--- config.mk ---
export PLATFORM = sky130hd
export DESIGN_NAME = prefix_code_byte_packer_unit
export DESIGN_NICKNAME = d
export VERILOG_FILES = /design/src/hw/rtl/pcbp_pkg.sv /design/src/hw/rtl/pcbp_encode.sv /design/src/hw/rtl/prefix_code_byte_packer_unit.sv
export SDC_FILE = /design/constraint.sdc
export NUM_CORES = 1
export LEC_CHECK = 0
export BUFFER_PORTS_ARGS = -buffer_cell sky130_fd_sc_hd__buf_2
export CAP_MARGIN = 20
export CORE_MARGIN = 4
export CORE_UTILIZATION = 56
export DETAILED_ROUTE_END_ITERATION = 12
export PLACE_DENSITY_LB_ADDON = 0.1
export SYNTH_ARGS = -nofsm -noshare
export SYNTH_HDL_FRONTEND = slang
export SYNTH_SLANG_ARGS = --single-unit
--- constraint.sdc ---
create_clock -name clk -period 4.8 [get_ports clk]
set_input_delay 0.24 -clock clk [delete_from_list [all_inputs] [get_ports clk]]
set_output_delay 0.24 -clock clk [all_outputs]
set_load 0.1 [all_outputs]
--- src/hw/rtl/pcbp_pkg.sv ---
// Package: shared types and constants for the prefix code byte packer.
package pcbp_pkg;

  localparam int unsigned NUM_SYMBOLS = 4;
  localparam int unsigned BYTE_W      = 8;
  localparam int unsigned PEND_W      = 7;
  localparam int unsigned PCNT_W      = 3;

  typedef logic [1:0]        symbol_t;
  typedef logic [3:0]        code_word_t;
  typedef logic [2:0]        code_len_t;
  typedef logic [BYTE_W-1:0] byte_t;

  typedef enum logic [2:0] {
    REG_WORD_SYM0 = 3'd0,
    REG_LEN_SYM0  = 3'd1,
    REG_WORD_SYM1 = 3'd2,
    REG_LEN_SYM1  = 3'd3,
    REG_WORD_SYM2 = 3'd4,
    REG_LEN_SYM2  = 3'd5,
    REG_WORD_SYM3 = 3'd6,
    REG_LEN_SYM3  = 3'd7
  } reg_index_t;

  localparam code_word_t WORD_RESET [NUM_SYMBOLS] = '{4'd2, 4'd1, 4'd6, 4'd14};
  localparam code_len_t  LEN_RESET  [NUM_SYMBOLS] = '{3'd2, 3'd2, 3'd3, 3'd4};

  typedef struct packed {
    byte_t data;
    logic  last;
  } out_word_t;

  // Up to two output words per symbol; first goes out before second.
  typedef struct packed {
    logic [1:0] count;
    out_word_t  first;
    out_word_t  second;
  } enc_result_t;

endpackage

--- src/hw/rtl/pcbp_encode.sv ---
// Encoder datapath: appends one code to the pending bits and forms output words.
module pcbp_encode #(
  parameter int unsigned MAX_CODE_LEN = 4
) (
  input  pcbp_pkg::code_word_t          code_word,
  input  pcbp_pkg::code_len_t           code_len,
  input  logic                          end_of_message,
  input  logic [pcbp_pkg::PEND_W-1:0]   pending_bits,
  input  logic [pcbp_pkg::PCNT_W-1:0]   pending_count,
  output pcbp_pkg::enc_result_t         result,
  output logic [pcbp_pkg::PEND_W-1:0]   pending_bits_next,
  output logic [pcbp_pkg::PCNT_W-1:0]   pending_count_next
);

  localparam int unsigned ACC_W   = pcbp_pkg::PEND_W + MAX_CODE_LEN;
  localparam int unsigned CNT_W   = $clog2(ACC_W + 1);
  localparam int unsigned CAP_INT = (MAX_CODE_LEN > 7) ? 7 : MAX_CODE_LEN;
  localparam pcbp_pkg::code_len_t LEN_CAP = pcbp_pkg::code_len_t'(CAP_INT);
  localparam logic [CNT_W-1:0] BYTE_CNT = CNT_W'(pcbp_pkg::BYTE_W);

  pcbp_pkg::code_len_t len_eff;
  logic [ACC_W-1:0]    word_ext;
  logic [ACC_W-1:0]    acc;
  logic [ACC_W-1:0]    acc_rem;
  logic [CNT_W-1:0]    count;
  logic [CNT_W-1:0]    rem;
  logic                full;
  logic [3:0]          pad_shift;
  logic [14:0]         pad_wide;
  pcbp_pkg::byte_t     full_byte;
  pcbp_pkg::byte_t     pad_byte;
  logic                has_pad;

  always_comb begin
    len_eff   = (code_len > LEN_CAP) ? LEN_CAP : code_len;
    word_ext  = ACC_W'(code_word) & ~({ACC_W{1'b1}} << len_eff);
    acc       = (ACC_W'(pending_bits) << len_eff) | word_ext;
    count     = CNT_W'(pending_count) + CNT_W'(len_eff);
    full      = (count >= BYTE_CNT);
    full_byte = pcbp_pkg::byte_t'(acc >> (count - BYTE_CNT));
    rem       = full ? (count - BYTE_CNT) : count;
    acc_rem   = acc & ~({ACC_W{1'b1}} << rem);
    pad_shift = 4'd8 - {1'b0, rem[2:0]};
    pad_wide  = 15'(acc_rem[pcbp_pkg::PEND_W-1:0]) << pad_shift;
    pad_byte  = pad_wide[7:0];
    has_pad   = end_of_message && (rem[2:0] != 3'd0);
  end

  always_comb begin
    result = '0;
    priority if (full && has_pad) begin
      result.count  = 2'd2;
      result.first  = '{data: full_byte, last: 1'b0};
      result.second = '{data: pad_byte, last: 1'b1};
    end else if (full) begin
      result.count = 2'd1;
      result.first = '{data: full_byte, last: end_of_message};
    end else if (has_pad) begin
      result.count = 2'd1;
      result.first = '{data: pad_byte, last: 1'b1};
    end else begin
      result.count = 2'd0;
    end
  end

  assign pending_bits_next  = end_of_message ? '0 : acc_rem[pcbp_pkg::PEND_W-1:0];
  assign pending_count_next = end_of_message ? '0 : rem[pcbp_pkg::PCNT_W-1:0];

endmodule

--- src/hw/rtl/prefix_code_byte_packer_unit.sv ---
// Top level: prefix code encoder with byte packer, config registers, output queue.
//
//  channel  | dir | handshake              | payload
//  s_axis   | in  | tvalid/tready          | tdata[1:0] symbol, tlast end_of_message
//  m_axis   | out | tvalid/tready          | tdata[7:0] packed_byte, tlast last_byte
//  cfg      | in  | cfg_we (no wait)       | cfg_index register, cfg_data value
//
// One symbol per cycle while s_axis_tready is high; it is encoded in the accepting cycle
// and its 0..2 words land in a 4-word output queue, registered before m_axis.
// s_axis_tready is high while at least two queue slots are free.
// rst (synchronous) empties the queue and pending bits and reloads the
// default code table. A stalled m_axis backs up into s_axis only via the queue.
module prefix_code_byte_packer_unit #(
  parameter int unsigned MAX_CODE_LEN = 4
) (
  input  logic       clk,
  input  logic       rst,
  input  logic       s_axis_tvalid,
  output logic       s_axis_tready,
  input  logic [7:0] s_axis_tdata,   // [1:0] symbol, [7:2] zero
  input  logic       s_axis_tlast,
  output logic       m_axis_tvalid,
  input  logic       m_axis_tready,
  output logic [7:0] m_axis_tdata,   // [7:0] packed_byte
  output logic       m_axis_tlast,
  input  logic       cfg_we,
  input  logic [2:0] cfg_index,
  input  logic [3:0] cfg_data
);

  localparam int unsigned DEPTH = 4;
  localparam int unsigned PTR_W = $clog2(DEPTH);
  localparam int unsigned FILL_W = PTR_W + 1;

  pcbp_pkg::code_word_t code_word [pcbp_pkg::NUM_SYMBOLS];
  pcbp_pkg::code_len_t  code_len  [pcbp_pkg::NUM_SYMBOLS];

  logic [pcbp_pkg::PEND_W-1:0] pending_bits, pending_bits_next;
  logic [pcbp_pkg::PCNT_W-1:0] pending_count, pending_count_next;

  pcbp_pkg::out_word_t queue [DEPTH];
  logic [PTR_W-1:0]    wr_ptr, rd_ptr;
  logic [FILL_W-1:0]   fill, fill_next;

  pcbp_pkg::symbol_t     symbol;
  pcbp_pkg::enc_result_t result;
  logic                  in_fire, out_fire;
  logic [1:0]            push_count;

  assign symbol = s_axis_tdata[1:0];

  // config registers
  always_ff @(posedge clk) begin
    if (rst) begin
      for (int i = 0; i < pcbp_pkg::NUM_SYMBOLS; i++) begin
        code_word[i] <= pcbp_pkg::WORD_RESET[i];
        code_len[i]  <= pcbp_pkg::LEN_RESET[i];
      end
    end else if (cfg_we) begin
      unique case (pcbp_pkg::reg_index_t'(cfg_index))
        pcbp_pkg::REG_WORD_SYM0: code_word[0] <= cfg_data;
        pcbp_pkg::REG_LEN_SYM0:  code_len[0]  <= cfg_data[2:0];
        pcbp_pkg::REG_WORD_SYM1: code_word[1] <= cfg_data;
        pcbp_pkg::REG_LEN_SYM1:  code_len[1]  <= cfg_data[2:0];
        pcbp_pkg::REG_WORD_SYM2: code_word[2] <= cfg_data;
        pcbp_pkg::REG_LEN_SYM2:  code_len[2]  <= cfg_data[2:0];
        pcbp_pkg::REG_WORD_SYM3: code_word[3] <= cfg_data;
        pcbp_pkg::REG_LEN_SYM3:  code_len[3]  <= cfg_data[2:0];
        default: ;
      endcase
    end
  end

  pcbp_encode #(
    .MAX_CODE_LEN(MAX_CODE_LEN)
  ) u_encode (
    .code_word          (code_word[symbol]),
    .code_len           (code_len[symbol]),
    .end_of_message     (s_axis_tlast),
    .pending_bits       (pending_bits),
    .pending_count      (pending_count),
    .result             (result),
    .pending_bits_next  (pending_bits_next),
    .pending_count_next (pending_count_next)
  );

  assign s_axis_tready = (fill <= FILL_W'(DEPTH - 2));
  assign in_fire       = s_axis_tvalid && s_axis_tready;
  assign m_axis_tvalid = (fill != '0);
  assign out_fire      = m_axis_tvalid && m_axis_tready;
  assign push_count    = in_fire ? result.count : 2'd0;
  assign fill_next     = fill + FILL_W'(push_count) - FILL_W'(out_fire);

  assign m_axis_tdata = queue[rd_ptr].data;
  assign m_axis_tlast = queue[rd_ptr].last;

  always_ff @(posedge clk) begin
    if (rst) begin
      pending_bits  <= '0;
      pending_count <= '0;
      wr_ptr        <= '0;
      rd_ptr        <= '0;
      fill          <= '0;
    end else begin
      if (in_fire) begin
        pending_bits  <= pending_bits_next;
        pending_count <= pending_count_next;
      end
      wr_ptr <= wr_ptr + PTR_W'(push_count);
      rd_ptr <= rd_ptr + PTR_W'(out_fire);
      fill   <= fill_next;
    end
  end

  always_ff @(posedge clk) begin
    if (push_count != 2'd0) begin
      queue[wr_ptr] <= result.first;
    end
    if (push_count == 2'd2) begin
      queue[wr_ptr + PTR_W'(1)] <= result.second;
    end
  end

  a_fill_bound: assert property (@(posedge clk) disable iff (rst)
    fill <= FILL_W'(DEPTH))
    else $error("output queue overfilled");

  a_eom_clears: assert property (@(posedge clk) disable iff (rst)
    in_fire && s_axis_tlast |=> pending_count == '0 && pending_bits == '0)
    else $error("pending bits survive end of message");

  a_fill_track: assert property (@(posedge clk) disable iff (rst)
    !in_fire && !out_fire |=> $stable(fill))
    else $error("queue fill changed without a transfer");

  a_pad_last: assert property (@(posedge clk) disable iff (rst)
    in_fire && result.count == 2'd2 |-> result.second.last && !result.first.last)
    else $error("flush word ordering wrong");

  a_pending_mask: assert property (@(posedge clk) disable iff (rst)
    pending_count != 3'd7 |-> (pending_bits >> pending_count) == '0)
    else $error("stale bits above pending count");

endmodule

# Word-level counts from Yosys, hierarchy flattened
# Memory sizes are Yosys's and may differ from the RTL's. A register that Yosys moved wholly into a read port is not among the register bits.
# Cells that the tools add are included.
dict set report totals {
  register_bits 17
  ram_bits 64
  input_bits 21
  out_inout_bits 11
  elab_cells 110
  mem_count 3
}
dict set report classes {
  n_addsub 8
  order_cmp 3
  eq_ne 8
  shifts 5
  mux 57
  bitwise_logic 13
  reduce_logical 8
}
# memory depth width read_ports rd_clocked_by_memory_dff wr line_no
set memory_table {}
lappend memory_table {queue 4 9 1 1 2 prefix_code_byte_packer_unit.sv:41} ;# pcbp_pkg::out_word_t queue [DEPTH];
lappend memory_table {code_word 4 4 1 0 4 prefix_code_byte_packer_unit.sv:35} ;# pcbp_pkg::code_word_t code_word [pcbp_pkg::NUM_SYMBOLS];
lappend memory_table {code_len 4 3 1 0 4 prefix_code_byte_packer_unit.sv:36} ;# pcbp_pkg::code_len_t code_len [pcbp_pkg::NUM_SYMBOLS];
# operator count
set op_table {}
lappend op_table {{1-bit 2-to-1 mux} 39}
lappend op_table {{11-bit 2-to-1 mux} 2}
lappend op_table {{4-bit 2-to-1 mux} 5}
lappend op_table {{3-bit 2-to-1 mux} 6}
lappend op_table {{9-bit 2-to-1 mux} 2}
lappend op_table {{3-bit == test, second input constant} 4}
lappend op_table {{4-bit by 11-bit bitwise AND with 11-bit output} 1}
lappend op_table {{11-bit inverter} 1}
lappend op_table {{11-bit bitwise OR} 1}
lappend op_table {{11-bit by 3-bit left shift with 11-bit output, first input constant} 1}
lappend op_table {{11-bit by 4-bit left shift with 7-bit output, first input constant} 1}
lappend op_table {{7-bit by 3-bit left shift with 11-bit output} 1}
lappend op_table {{11-bit by 4-bit >> shifter with 8-bit output} 1}
lappend op_table {{1-bit bitwise OR} 8}
lappend op_table {{7-bit by 4-bit left shift with 8-bit output} 1}
lappend op_table {{7-bit bitwise AND} 1}
lappend op_table {{7-bit 2-to-1 mux} 1}
lappend op_table {{7-bit inverter} 1}
lappend op_table {{3-bit by 2-bit == test with 1-bit output, second input constant} 2}
lappend op_table {{3-bit nonzero test} 2}
lappend op_table {{3-bit by 3-bit adder with 4-bit output} 1}
lappend op_table {{4-bit greater-or-equal comparator, second input constant} 1}
lappend op_table {{1-bit logical AND} 4}
lappend op_table {{2-bit 2-to-1 mux} 2}
lappend op_table {{other kinds (13)} 13}

# Longest topological paths before layout
# An unclocked memory read counts as a cell.
dict set report depth {
  ltp_word 17
  ltp_mapped 23
  depth_no_buf 18
}

# Modules after synthesis
# Synthesis repeated with hierarchy kept, for this count alone.
dict set report unflattened {
  cells_unflattened 515
  hier_area_um2 5435.2
}
# module instances cells_per_inst area_each_um2 seq_area_each_um2
set modules_own_cells {}
lappend modules_own_cells {prefix_code_byte_packer_unit 1 281 3955.0 2262.2}
lappend modules_own_cells {pcbp_encode 1 234 1480.2 0.0}

# Least setup slack after synthesis
# OpenSTA, ideal clock, no wires.
dict set report synth_path {
  path_kind {in2reg}
  startpoint {input port s_axis_tdata[0]}
  endpoint {memory queue[2][2] (netlist name), data pin}
  t_arrival_ns 4.898
  setup_slack_ns -0.244
  cell_stages 21
  n_path_buf 4
  path_cell_list {buf_6 -> mux4_2 -> buf_2 -> buf_6 -> nor2b_1 -> ha_1 -> inv_1 -> fa_1 -> xnor2_1 -> inv_1 -> clkbuf_1 -> ha_1 -> nor2_1 -> ha_1 -> or3b_2 -> a211o_1 -> nor3b_1 -> nand4_1 -> a41oi_1 -> nor4_1 -> a21oi_1}
}
# item line_no
set synth_lines {}
lappend synth_lines {{start: declaration} prefix_code_byte_packer_unit.sv:20} ;# input logic [7:0] s_axis_tdata,
lappend synth_lines {{end: declaration} prefix_code_byte_packer_unit.sv:41}

==> results.txt <==
----------------------------------------------------
[Synthesis]
  Number of synthesized flops with an enable pin ... 64
  Seq cells post-synth ... 81
  Mean Syn Cell Area ... 10.1 um^2
  Mapped Nets ... 560
  Most frequently used flop master after synthesis ... sky130_fd_sc_hd__edfxtp_1
  Most used standard cell by instance count after synthesis ... sky130_fd_sc_hd__edfxtp_1
  Fraction of registers with async set or reset after synthesis ... 0
  Share of the synthesized area in the top cell type ... 0.363
  Number of distinct library cell variants in the gate-level netlist after synthesis ... 71
  Synth top area cells ... sky130_fd_sc_hd__edfxtp_1 36%, sky130_fd_sc_hd__mux4_2 7.2%, sky130_fd_sc_hd__dfxtp_1 6.4%, sky130_fd_sc_hd__mux2i_1 4.0%, sky130_fd_sc_hd__nand2_1 3.5%
  Synthesized instance count ... approximately 520
  Sequential area share after synthesis ... 0.427
  Post-synth top area cell ... sky130_fd_sc_hd__edfxtp_1
  Warning count from the yosys run ... 0
  Post-Syn Area ... between 5000 and 6000 um^2
  Post-synth top cells ... 64 x sky130_fd_sc_hd__edfxtp_1, 49 x sky130_fd_sc_hd__nand2_1, 49 x sky130_fd_sc_hd__nor2_1

[STA]
  Total count of max-transition violations in the final report ... 0
  Tmin final ... 4.51 ns
  Final count of hold timing violations ... 0
  Max_slew headroom ... 0.238
  Setup violation total in the final timing report ... 0
  Post-Route Skew ... around 0.017 ns
  Final sum of negative setup slack ... 0 ns
  Maximum operating frequency ... ~220 MHz
  Final cycle utilization of the critical path ... 0.939
  Worst Max-Slew Pin Slew ... 1.14 ns
  Setup repair after global routing missed its margin ... no

[CTS]
  H-Tree Level Count ... 3
  Number of hold buffers added after cts ... 0
  Root Buffer ... sky130_fd_sc_hd__clkbuf_8
  Clock latency reported for the late side of the worst-skew pair ... ~0.35 ns
  Maximum number of buffers from clock root to sink ... 2
  Num CTS Buffers ... 9
  TritonCTS clock tree ... built
  Total number of clock tree sinks ... 81
  Clk slew on worst S/H paths ... ~0.090 ns

[Status]
  Status ... completed

[Routing]
  Drt first-iter violations ... 375
  Total wirelength of the detailed-routed design ... about 13000 um
  Remaining DRCs ... 0
  Number of antenna-violating nets in the routed design ... 0
  Wire per inst ... around 19 um
  Via count normalized by instance count ... 6.46
  DR pass1 iterations ... 6
  Total number of vias ... 4398

[Cells and area]
  Fill cells ... approximately 770
  Finished Layout Cells ... just under 700
  Multi-input logic area ... around 2800 um^2
  Share of layout cells above drive strength 1 ... 0.183
  Layout overhead on the synthesized area ... 9.86%
  Number of inserted diodes ... 0
  Area taken by flip-flops and latches ... between 2000 and 2500 um^2
  Total Nets Final ... about 600

[Placed design]
  GPL Wtd Cong ... slightly below 1
  Number of buffer cells added on primary ports ... 25
  Placed instance count ... roughly 660
  DPL Wire Length ... between 9000 and 10000 um

[GRT]
  Pin count of the biggest net entering global routing ... 31
  Number of global-route vias before repair ... between 4000 and 5000
  Met2 usage ... 0.413
  First-pass GRT wire length ... 21700 um
  Total gr overflow ... 0
  Met1 capacity usage during global routing ... 0.319
  Busiest grt layer ... met2
  Number of antenna violations at the first check in global routing ... 1
  Total routing usage reported by global routing ... 0.246
  GR Util met3 ... 0.0508

[Worst setup path]
  Critical-path maximum fanout ... 6
  Startpoint types ... flip-flop
  Worst Reg2Reg Path Length in Cells ... 17
  R2r startpoint ... code_len[3][2]
  Critical path class ... reg2reg
  Crit. End Element ... flip-flop
  Minimum setup slack among reg-to-reg paths ... between 0.2 and 0.3 ns
  Endpoint of the worst register-to-register path ... queue[0][2]
  Required time at the worst-slack endpoint ... approximately 5.0 ns
  Arrival @ worst endpoint ... 4.71 ns

[Worst hold path]
  Worst hold path endpoint ... code_len[2][0]
  Path class of the lowest-slack min-delay path ... in2reg
  Cell count of the worst hold path ... 2
  Startpoint of the most critical hold path ... cfg_data[0]

[Floorplan]
  Full die area ... 11100 um^2
  Effective utilization at floorplan ... 0.573
  Top-Level Pins ... 32
  Die width ... 105 um
  Height of the chip ... 105 um
  Std-Cell Rows ... 35
  Core area ... between 9000 and 10000 um^2

[Power]
  IR drop worst, VDD ... ~0.32 mV
  P_leak ... 2.13 nW
  Power density relative to cell area ... approximately 430 nW/um^2

[Job]
  Number of maximum-capacitance constraint violations ... 0

----------------------------------------------------
-- timing repair --
| item | 4_1_cts | 5_1_grt |
|---|---|---|
| resized for setup | 0 | 1 |
| buffers inserted | 0 | 2 |
| endpoints found under the setup margin | 0 | 5 |
| endpoints found under the hold margin | 0 | 0 |
-- flip-flops by register name (all words and copies together), names as in the netlist --
name	count
fill	3
code_word	16
pending_bits	7
wr_ptr	2
pending_count	3
code_len	12
queue	36
rd_ptr	2
-- critical path: stages (launching register included) --
cell	delay [ns]
sky130_fd_sc_hd__edfxtp_1	0.38
sky130_fd_sc_hd__mux4_2	0.51
sky130_fd_sc_hd__nor2b_1	0.14
sky130_fd_sc_hd__ha_1	0.18
sky130_fd_sc_hd__inv_1	0.05
sky130_fd_sc_hd__fa_1	0.50
sky130_fd_sc_hd__ha_1	0.18
sky130_fd_sc_hd__ha_2	0.25
sky130_fd_sc_hd__nor2_1	0.06
sky130_fd_sc_hd__ha_1	0.18
sky130_fd_sc_hd__or3b_2	0.47
sky130_fd_sc_hd__a211o_1	0.38
sky130_fd_sc_hd__nor3b_4	0.31
sky130_fd_sc_hd__nand4_1	0.17
sky130_fd_sc_hd__a41oi_1	0.22
sky130_fd_sc_hd__nor4_1	0.06
sky130_fd_sc_hd__buf_2	0.17
sky130_fd_sc_hd__a21oi_1	0.15
-- per-layer routing --
| metal | vias to the layer above | share of wire |
|---|---|---|
| met1 | 2115 | 0.42 |
| met4 | 2 | 0.016 |
| met2 | 213 | 0.49 |
| met3 | 29 | 0.077 |
| li1 | 2039 | - |
| met5 | - | 0.00099 |
-- area by class of cell --
class / count / area share
Timing Repair Buffer: 46 / 0.0482
Clock inverter: 5 / 0.0153
Inverter: 25 / 0.0161
Multi-Input combinational cell: 384 / 0.479
Sequential cell: 81 / 0.389
Clock buffer: 11 / 0.0243
Tap cell: 129 / 0.0278
-- metrics by stage --
step	utilization	hold WS, ns	total power [mW]	setup slack (ns)	cell area [um^2]
floorplan	-	0.418	1.74	0.0564	5310
global placement	0.602	0.476	1.92	0.159	5560
detailed placement	0.602	0.490	1.94	0.0852	5560
CTS	0.627	0.155	2.51	0.149	5790
global route	0.629	0.163	2.64	0.0193	5820
finish	0.629	0.167	2.52	0.293	5820
-- where the power goes --
| group | total [mW] | leakage [nW] | switching [mW] | internal, mW |
|---|---|---|---|---|
| logic | 1.07 | 1.25 | 0.748 | 0.319 |
| registers | 0.876 | 0.768 | 0.0529 | 0.824 |
| clock network | 0.579 | 0.116 | 0.266 | 0.313 |
-- worst max path at each step --
stage / start / to / slack, ns / cells past startpoint
after detailed placement: s_axis_tdata[0] / queue[3][2] / 0.09 / 17
final: code_len[3][2] / queue[0][2] / 0.29 / 17
after CTS: code_len[3][2] / queue[0][2] / 0.15 / 16
after global placement: s_axis_tdata[0] / queue[2][2] / 0.16 / 17
after global routing: code_len[3][2] / queue[2][2] / 0.02 / 17
after floorplan: s_axis_tdata[0] / queue[2][2] / 0.06 / 21
-- logic make-up (layout without fill, tap and decap cells) --
| logic type | Yosys count | after routing | synth area share |
|---|---|---|---|
| adders and majority gates | 15 | 15 | 0.0383 |
| buffers and inverters | 59 | 87 | 0.0487 |
| AOI/OAI and AO/OA | 122 | 122 | 0.171 |
| muxes | 40 | 40 | 0.116 |
| and+or+nand+nor | 201 | 201 | 0.189 |
| xor gates and xnor gates | 6 | 6 | 0.00993 |
| DFF | 81 | 81 | 0.427 |
-- layout by cell type (no fill, tap or decap), types with 6 or more instances in the layout --
master / synthesis / routed
sky130_fd_sc_hd__and3_1: 9 / 9
sky130_fd_sc_hd__nand4_1: 7 / 7
sky130_fd_sc_hd__nor4_1: 6 / 6
sky130_fd_sc_hd__buf_2: 2 / 26
sky130_fd_sc_hd__mux4_2: 17 / 17
sky130_fd_sc_hd__nor2b_1: 11 / 11
sky130_fd_sc_hd__dfxtp_1: 17 / 17
sky130_fd_sc_hd__and2_1: 12 / 12
sky130_fd_sc_hd__o211ai_1: 6 / 6
sky130_fd_sc_hd__buf_4: 1 / 20
sky130_fd_sc_hd__mux2i_1: 21 / 21
sky130_fd_sc_hd__o22ai_1: 12 / 12
sky130_fd_sc_hd__or3_1: 9 / 9
sky130_fd_sc_hd__nand3_1: 13 / 13
sky130_fd_sc_hd__a21oi_1: 34 / 34
sky130_fd_sc_hd__nor2_1: 49 / 49
sky130_fd_sc_hd__a31oi_1: 7 / 7
sky130_fd_sc_hd__ha_1: 13 / 12
sky130_fd_sc_hd__nor3_1: 21 / 21
sky130_fd_sc_hd__nand2_1: 49 / 49
sky130_fd_sc_hd__inv_1: 24 / 24
sky130_fd_sc_hd__clkbuf_8: 0 / 10
sky130_fd_sc_hd__edfxtp_1: 64 / 64
sky130_fd_sc_hd__o21ai_0: 10 / 10
No activity file was read; power rests on OpenSTA's default activity.
